$ cat config.mk
export PLATFORM = sky130hd
export DESIGN_NAME = dense_shortest_path_engine_unit
export DESIGN_NICKNAME = d
export VERILOG_FILES = /design/src/dspe_pkg.sv /design/src/dense_shortest_path_engine_unit.sv
export SDC_FILE = /design/constraint.sdc
export NUM_CORES = 2
export LEC_CHECK = 0
export ABC_AREA = 1
export ABC_CLOCK_PERIOD_IN_PS = 9600
export BUFFER_PORTS_ARGS = -buffer_cell sky130_fd_sc_hd__clkbuf_2
export CELL_PAD_IN_SITES_DETAIL_PLACEMENT = 1
export CELL_PAD_IN_SITES_GLOBAL_PLACEMENT = 2
export CORE_MARGIN = 8
export CORE_UTILIZATION = 47
export DETAILED_ROUTE_END_ITERATION = 10
export PLACE_DENSITY_LB_ADDON = 0.1
export SLEW_MARGIN = 15
export SYNTH_ARGS = -nofsm -noshare
export SYNTH_HDL_FRONTEND = slang
export SYNTH_SLANG_ARGS = --single-unit
$ cat constraint.sdc
create_clock -name clock -period 9.6 [get_ports clock]
set_input_delay 2.4 -clock clock [delete_from_list [all_inputs] [get_ports clock]]
set_output_delay 2.4 -clock clock [all_outputs]
set_load 0.005 [all_outputs]
$ cat src/dspe_pkg.sv
// ----------------------------------------------------------------------------
// dspe_pkg
// Shared constants, types and the microprogram of the dense shortest path
// engine.
// ----------------------------------------------------------------------------
package dspe_pkg;

   // Graph size and field widths
   localparam int NUM_VERTICES = 16;
   localparam int WEIGHT_BITS  = 8;
   localparam int VID_W        = 4;
   localparam int EDGE_W       = 8;
   localparam int DIST_W       = 16;
   localparam int MEM_DEPTH    = NUM_VERTICES * NUM_VERTICES;
   localparam int ADDR_W       = $clog2(MEM_DEPTH);
   localparam int ROUND_W      = $clog2(NUM_VERTICES);
   localparam int STEP_W       = 4;

   // Command codes
   localparam logic CMD_LOAD = 1'b0;
   localparam logic CMD_RUN  = 1'b1;

   // Microprogram step addresses
   localparam logic [STEP_W-1:0] STEP_IDLE   = 4'd0;
   localparam logic [STEP_W-1:0] STEP_INIT   = 4'd1;
   localparam logic [STEP_W-1:0] STEP_SELCLR = 4'd2;
   localparam logic [STEP_W-1:0] STEP_SEL    = 4'd3;
   localparam logic [STEP_W-1:0] STEP_MARK   = 4'd4;
   localparam logic [STEP_W-1:0] STEP_READ   = 4'd5;
   localparam logic [STEP_W-1:0] STEP_RELAX  = 4'd6;
   localparam logic [STEP_W-1:0] STEP_ROUND  = 4'd7;
   localparam logic [STEP_W-1:0] STEP_OUTCLR = 4'd8;
   localparam logic [STEP_W-1:0] STEP_EMIT   = 4'd9;
   localparam logic [STEP_W-1:0] STEP_DONE   = 4'd10;

   // Datapath operations
   typedef enum logic [3:0] {
      OP_NOP,
      OP_INIT,
      OP_SEL_CLR,
      OP_SEL,
      OP_MARK,
      OP_READ,
      OP_RELAX,
      OP_ROUND,
      OP_OUT_CLR,
      OP_EMIT
   } op_type;

   // Jump conditions: jump to target when true, else fall through
   typedef enum logic [2:0] {
      COND_NEVER,
      COND_ALWAYS,
      COND_NOT_START,
      COND_NOT_VLAST,
      COND_UNREACH,
      COND_NOT_RLAST
   } cond_type;

   typedef struct packed {
      op_type              op;
      cond_type            cond;
      logic [STEP_W-1:0]   target;
   } ctrl_word_type;

   // Microprogram ROM
   function automatic ctrl_word_type ucode_rom(input logic [STEP_W-1:0] step);
      ctrl_word_type w;
      unique case (step)
         STEP_IDLE:   w = '{OP_NOP,     COND_NOT_START, STEP_IDLE};
         STEP_INIT:   w = '{OP_INIT,    COND_NEVER,     STEP_IDLE};
         STEP_SELCLR: w = '{OP_SEL_CLR, COND_NEVER,     STEP_IDLE};
         STEP_SEL:    w = '{OP_SEL,     COND_NOT_VLAST, STEP_SEL};
         STEP_MARK:   w = '{OP_MARK,    COND_UNREACH,   STEP_ROUND};
         STEP_READ:   w = '{OP_READ,    COND_NEVER,     STEP_IDLE};
         STEP_RELAX:  w = '{OP_RELAX,   COND_NOT_VLAST, STEP_READ};
         STEP_ROUND:  w = '{OP_ROUND,   COND_NOT_RLAST, STEP_SELCLR};
         STEP_OUTCLR: w = '{OP_OUT_CLR, COND_NEVER,     STEP_IDLE};
         STEP_EMIT:   w = '{OP_EMIT,    COND_NOT_VLAST, STEP_EMIT};
         STEP_DONE:   w = '{OP_NOP,     COND_ALWAYS,    STEP_IDLE};
         default:     w = '{OP_NOP,     COND_ALWAYS,    STEP_IDLE};
      endcase
      return w;
   endfunction

endpackage

$ cat src/dense_shortest_path_engine_unit.sv
// ----------------------------------------------------------------------------
// dense_shortest_path_engine_unit
// Single-source shortest paths over a dense weighted graph held in an
// adjacency-matrix store, run by a microcoded sequencer.
// ----------------------------------------------------------------------------
//
//  Channel   Handshake               Payload
//  --------  ----------------------  ---------------------------------------
//  request   start & !busy           req_cmd, req_row_vertex, req_col_vertex,
//                                    req_edge_weight, req_source_vertex
//  response  rsp_valid (one cycle)   rsp_vertex_id, rsp_path_length,
//                                    rsp_reachable, rsp_last
//
//  A load transaction writes the weight store in the accepting cycle; loads
//  stream one per cycle while the sequencer is idle. A run occupies the
//  sequencer through a select scan that checks one vertex a cycle and a
//  two-step relax loop over the single read port of the weight store; busy is
//  high throughout. Results follow one per cycle, each strobe registered from
//  its emit step.
//  Reset is synchronous: it clears the edge valid bits so the store reads as
//  empty at once. The receiver cannot stall results.
//
module dense_shortest_path_engine_unit (
   input  logic                         clock,
   input  logic                         reset,
   input  logic                         start,
   output logic                         busy,
   input  logic                         req_cmd,
   input  logic [dspe_pkg::VID_W-1:0]   req_row_vertex,
   input  logic [dspe_pkg::VID_W-1:0]   req_col_vertex,
   input  logic [dspe_pkg::EDGE_W-1:0]  req_edge_weight,
   input  logic [dspe_pkg::VID_W-1:0]   req_source_vertex,
   output logic                         rsp_valid,
   output logic [dspe_pkg::VID_W-1:0]   rsp_vertex_id,
   output logic [dspe_pkg::DIST_W-1:0]  rsp_path_length,
   output logic                         rsp_reachable,
   output logic                         rsp_last
);
   import dspe_pkg::*;

   // Sequencer
   logic [STEP_W-1:0]      step_ff, step_in;
   ctrl_word_type          cw;

   // Weight store and its valid bits
   logic [WEIGHT_BITS-1:0] wmem [MEM_DEPTH];
   logic [MEM_DEPTH-1:0]   wvld_ff;
   logic [WEIGHT_BITS-1:0] rd_ff;
   logic                   rd_vld_ff;

   // Per-vertex state
   logic [DIST_W-1:0]       dist_ff  [NUM_VERTICES];
   logic [NUM_VERTICES-1:0] reach_ff;
   logic [NUM_VERTICES-1:0] visit_ff;

   // Working registers
   logic [VID_W-1:0]   v_ff;
   logic [VID_W-1:0]   pick_ff;
   logic [VID_W-1:0]   u_ff;
   logic [DIST_W:0]    best_ff;
   logic [ROUND_W-1:0] round_ff;
   logic [VID_W-1:0]   src_ff;

   logic               accept;
   logic               load_ok;
   logic [ADDR_W-1:0]  load_addr;
   logic [ADDR_W-1:0]  read_addr;
   logic               v_last;
   logic               r_last;
   logic               jump;
   logic [DIST_W:0]    key;
   logic [WEIGHT_BITS-1:0] w_eff;
   logic [DIST_W:0]    sum;
   logic [DIST_W-1:0]  sum_sat;

   assign busy      = (step_ff != STEP_IDLE);
   assign accept    = start && !busy;
   assign cw        = ucode_rom(step_ff);
   assign load_ok   = (int'(req_row_vertex) < NUM_VERTICES) &&
                      (int'(req_col_vertex) < NUM_VERTICES);
   assign load_addr = ADDR_W'(int'(req_row_vertex) * NUM_VERTICES + int'(req_col_vertex));
   assign read_addr = ADDR_W'(int'(u_ff) * NUM_VERTICES + int'(v_ff));
   assign v_last    = (v_ff == VID_W'(NUM_VERTICES - 1));
   assign r_last    = (round_ff == ROUND_W'(NUM_VERTICES - 2));

   // Form the select key: unreached vertices sit above every distance
   assign key = reach_ff[v_ff] ? {1'b0, dist_ff[v_ff]} : {1'b1, {DIST_W{1'b0}}};

   // Form the saturated relax sum
   assign w_eff   = rd_vld_ff ? rd_ff : '0;
   assign sum     = {1'b0, best_ff[DIST_W-1:0]} + (DIST_W+1)'(w_eff);
   assign sum_sat = sum[DIST_W] ? {DIST_W{1'b1}} : sum[DIST_W-1:0];

   // Resolve the jump condition
   always_comb begin
      case (cw.cond)
         COND_NEVER:     jump = 1'b0;
         COND_ALWAYS:    jump = 1'b1;
         COND_NOT_START: jump = !(accept && (req_cmd == CMD_RUN));
         COND_NOT_VLAST: jump = !v_last;
         COND_UNREACH:   jump = best_ff[DIST_W];
         COND_NOT_RLAST: jump = !r_last;
         default:        jump = 1'b1;
      endcase
      step_in = jump ? cw.target : step_ff + STEP_W'(1);
   end

   // Advance the step counter
   always_ff @(posedge clock) begin
      if (reset) begin
         step_ff <= STEP_IDLE;
      end else begin
         step_ff <= step_in;
      end
   end

   // Write edge weights on load transactions
   always_ff @(posedge clock) begin
      if (accept && (req_cmd == CMD_LOAD) && load_ok) begin
         wmem[load_addr] <= req_edge_weight[WEIGHT_BITS-1:0];
      end
   end

   always_ff @(posedge clock) begin
      if (reset) begin
         wvld_ff <= '0;
      end else if (accept && (req_cmd == CMD_LOAD) && load_ok) begin
         wvld_ff[load_addr] <= 1'b1;
      end
   end

   // Read the weight store through a registered port
   always_ff @(posedge clock) begin
      if (cw.op == OP_READ) begin
         rd_ff     <= wmem[read_addr];
         rd_vld_ff <= wvld_ff[read_addr];
      end
   end

   // Capture the source on a run transaction
   always_ff @(posedge clock) begin
      if (accept && (req_cmd == CMD_RUN)) begin
         src_ff <= req_source_vertex;
      end
   end

   // Datapath driven by the control word
   always_ff @(posedge clock) begin
      if (reset) begin
         reach_ff  <= '0;
         visit_ff  <= '0;
         rsp_valid <= 1'b0;
      end else begin
         rsp_valid <= (cw.op == OP_EMIT);
         case (cw.op)
            OP_INIT: begin
               for (int i = 0; i < NUM_VERTICES; i++) begin
                  dist_ff[i]  <= '0;
                  reach_ff[i] <= (int'(src_ff) == i);
                  visit_ff[i] <= 1'b0;
               end
               round_ff <= '0;
            end
            OP_SEL_CLR: begin
               best_ff <= {1'b1, {DIST_W{1'b0}}};
               pick_ff <= '0;
               v_ff    <= '0;
            end
            OP_SEL: begin
               // keep the later vertex on a tie
               if (!visit_ff[v_ff] && (key <= best_ff)) begin
                  best_ff <= key;
                  pick_ff <= v_ff;
               end
               v_ff <= v_ff + VID_W'(1);
            end
            OP_MARK: begin
               visit_ff[pick_ff] <= 1'b1;
               u_ff              <= pick_ff;
               v_ff              <= '0;
            end
            OP_RELAX: begin
               if (!visit_ff[v_ff] && (w_eff != '0) &&
                   (!reach_ff[v_ff] || (sum_sat < dist_ff[v_ff]))) begin
                  dist_ff[v_ff]  <= sum_sat;
                  reach_ff[v_ff] <= 1'b1;
               end
               v_ff <= v_ff + VID_W'(1);
            end
            OP_ROUND: begin
               round_ff <= round_ff + ROUND_W'(1);
            end
            OP_OUT_CLR: begin
               v_ff <= '0;
            end
            OP_EMIT: begin
               rsp_vertex_id   <= v_ff;
               rsp_path_length <= reach_ff[v_ff] ? dist_ff[v_ff] : '0;
               rsp_reachable   <= reach_ff[v_ff];
               rsp_last        <= v_last;
               v_ff            <= v_ff + VID_W'(1);
            end
            default: begin
            end
         endcase
      end
   end

endmodule
==> results.yml <==
status:
  status: "finished clean"
job:
  maxCapViolCount: 0
synth:
  synth-async-reset-ratio: 0
  seq_area_frac_synth: 0.717
  yosysWarnings: 0
  synth_cell_types: 49
  syn_inst: 9221
  synth_seq_cells: 2680
  netlist_top_cells_area: "edfxtp_1, nor2_1, o21ai_0"
  synth_top_flop_cell: "edfxtp_1"
  synth.top_cell.area_share: 0.660
  synth_top_cell_by_area: "edfxtp_1"
  syn_area_per_cell_um2: 11.7
  synth_edf_count: 2372
  synth_area_um2: 108000
  syn-num-nets: 9298
clocking:
  cts_made_buffers: 302
  clock_sinks: 2680
  clk_pin_slew_ps: 60
  cts_tree: "yes"
  root_buffer: "clkbuf_16"
  clock_latency_ps: 940
  cts_setup_buffers: 0
  post_cts_resized: 0
  htreeDepth: 5
  cts_buffer_depth: 4
  postCtsHoldBufs: 0
final_layout:
  finish.utilization: 0.524
  fill_cells: 23400
  drive_gt1_frac: 0.0750
  seqCellArea_um2: 77400
  area_growth_pct: 11.3
  stdcell_area_um2: 120000
  multiInputGateArea_um2: 26600
  fin_cells: 12300
  nets: 9144
grt:
  grt_pass1_wl_mm: 523
  grt_pass1_vias: 75600
  grt_max_degree: 170
  grt_usage: 0.286
  antenna_found_initial: 15
  overflow: 0
critical_path:
  worstSetupPathType: "flip-flop to flip-flop"
  r2r_cells: 18
  required_ps: 10130
  crit_path_start_kind: "flip-flop"
  cp.arrival_ps: 7200
  worstSetupEndpointType: "flip-flop"
  r2r_slack_ps: 2930
  endpoint: "dist_ff[4][10]$_SDFFCE_PN0P_"
  crit_fanout: 65
  rr_endpoint: "dist_ff[4][10]$_SDFFCE_PN0P_"
routing:
  ant_nets: 0
  drt_wl_total_mm: 359
  via_per_inst: 6.08
  drt_iter0_drc: 8045
  met2WireLength_mm: 171
  top_layer: "met5"
  dr.pass1.iters: 5
  wl_met3_mm: 22.5
  routedWlPerCell_um: 29.2
  drt-met1-wl_mm: 153
  post-route-drc-count: 0
  via_count: 74900
sta:
  setup_slack_ps: 2930
  final.period_utilization: 0.694
  setup_viol: 0
  fin_crit_ps: 6670
  max_freq_ghz: 0.150
  maxSlewHeadroom: 0.201
  finalClockSkew_ps: 58.2
  hold_viol_final: 0
  rsz0062_at_grt: "no"
  setup-tns-final_ps: 0
  worst_pin_slew_ps: 1200
  drv_slew: 0
floorplanning:
  core_um2: 229000
  rows: 176
  floorplan.initialDensity: 0.471
  io_pins: 48
  die_area_um2: 245000
  die_height_um: 495
  chipWidth_um: 495
power_and_ir_drop:
  power_density_nw_per_um2: 259
  vdd_drop_max_uv: 203
  power.leakage_nw: 41.3
place:
  place_inst: 11800
  dp_hpwl_mm: 209
  gp_congestion: 0.841
  port_buffers: 47
  post-place-ws_ps: 3120
  place_area_um2: 111000
worst_hold_path:
  hold_path.class: "flip-flop to flip-flop"
==> cell usage after synthesis (2+ instances only) <==
cell type and number:
a211oi_1 3, a21oi_1 164, a221oi_1 63, a22o_1 78, a31oi_1 10, buf_1 30
buf_2 42, buf_6 10, clkbuf_1 557, clkinv_1 5, dfxtp_1 308, edfxtp_1 2372
ha_1 52, inv_1 396, inv_2 9, nand2_1 507, nand2_2 2, nand2_4 11
nand3_1 168, nand3_2 6, nand3b_1 5, nand4_1 67, nor2_1 2072, nor2_2 38
nor3_1 42, nor4_1 11, o211ai_1 21, o21ai_0 1523, o21bai_1 3, o221ai_1 47
o22ai_1 565, o31ai_1 12, or2_2 4, xor2_1 3
==> through the flow <==
stage	total power, W	hold WS, ps
after global placement	0.0200	444
after floorplan	0.0173	435
after global routing	0.0322	487
after detailed placement	0.0201	457
final	0.0311	464
after CTS	0.0312	469
==> area by class of cell <==
class                      instances  share of cell area
timing repair buffer             182              0.0121
clock inverter                   113             0.00832
sequential                      2680               0.644
antenna                            7            0.000146
clock buffer                     417              0.0696
multi-input combinational       5491               0.221
tap                             3026              0.0315
inverter                         410              0.0131
==> metal layers <==
layer | vias up | GRT usage
li1 | 32900 | -
met2 | 2655 | 0.467
met4 | 6 | 0.0986
met5 | - | 0
met3 | 610 | 0.0416
met1 | 38700 | 0.393
==> cell families after synthesis <==
kind of cell	count (synthesis)	share of synthesized area
AND/OR/NAND/NOR	2935	0.109
AO/OA/AOI/OAI	2499	0.130
flip-flops	2680	0.717
XOR/XNOR	4	0.000324
adder cells (fa/ha/maj)	53	0.00621
buffers and inverters	1050	0.0378
==> report_power, final <==
group / total (W) / leakage (nW) / switching, W / internal [W]
Clock: 0.0111 / 4.61 / 0.00461 / 0.00653
Sequential: 0.0132 / 23.8 / 0.000179 / 0.0130
Combinational: 0.00681 / 13.0 / 0.00511 / 0.00169
Total: 0.0311 / 41.3 / 0.00991 / 0.0212
==> worst min path at each step <==
stage | startpoint | to | slack [ps] | cells after the start
2_1_floorplan | wvld_ff[10]$_SDFFE_PP0P_ | wvld_ff[10]$_SDFFE_PP0P_ | 430 | 2
3_3_place_gp | wvld_ff[194]$_SDFFE_PP0P_ | wvld_ff[194]$_SDFFE_PP0P_ | 440 | 2
3_5_place_dp | wvld_ff[14]$_SDFFE_PP0P_ | wvld_ff[14]$_SDFFE_PP0P_ | 460 | 2
4_1_cts | wvld_ff[194]$_SDFFE_PP0P_ | wvld_ff[194]$_SDFFE_PP0P_ | 470 | 2
5_1_grt | wvld_ff[14]$_SDFFE_PP0P_ | wvld_ff[14]$_SDFFE_PP0P_ | 490 | 2
6_report | wvld_ff[194]$_SDFFE_PP0P_ | wvld_ff[194]$_SDFFE_PP0P_ | 460 | 2
==> placed cells by master, fill, tap and decap left out, types with 10 or more instances in the layout <==
cell type / n
o211ai_1: 21
a21oi_1: 164
o22ai_1: 565
bufinv_16: 17
nor3_1: 37
clkinv_2: 48
dfxtp_1: 306
clkinv_1: 44
nor4_1: 10
edfxtp_1: 2372
o221ai_1: 47
nor2_1: 2068
nand4_1: 67
buf_4: 125
nand2_1: 505
inv_2: 19
ha_1: 52
nor2_2: 39
clkbuf_1: 83
clkbuf_2: 38
clkbuf_16: 307
a221oi_1: 63
buf_12: 10
a31oi_1: 10
o21ai_0: 1523
nand3_1: 167
nand2_4: 12
inv_1: 381
clkbuf_8: 27
a22o_1: 78
o31ai_1: 12
==> critical path, cell delays in order (launching register included) <==
cell and delay [ps]:
dfxtp_4 780, clkinv_2 810, buf_4 600, o21ai_0 250, o221ai_1 200, nand3_1 220
nand2_1 120, inv_1 110, ha_1 250, nand2_1 90, nor2_1 50, a211oi_1 240
o221a_2 240, nand2_1 120, nand2_1 110, nand2_2 240, nor2_8 610, nand3_2 470
nand2_1 670
==> sequential cells by signal, indices dropped and copies added, names as in the netlist, 8 cells and up, named ones only <==
| register | cells |
|---|---|
| wmem | 2048 |
| dist_ff | 256 |
| wvld_ff | 256 |
| best_ff | 17 |
| reach_ff | 16 |
| rsp_path_length | 16 |
| visit_ff | 16 |
| cw | 11 |
| rd_ff | 8 |
(Power assumes the default switching activity.)
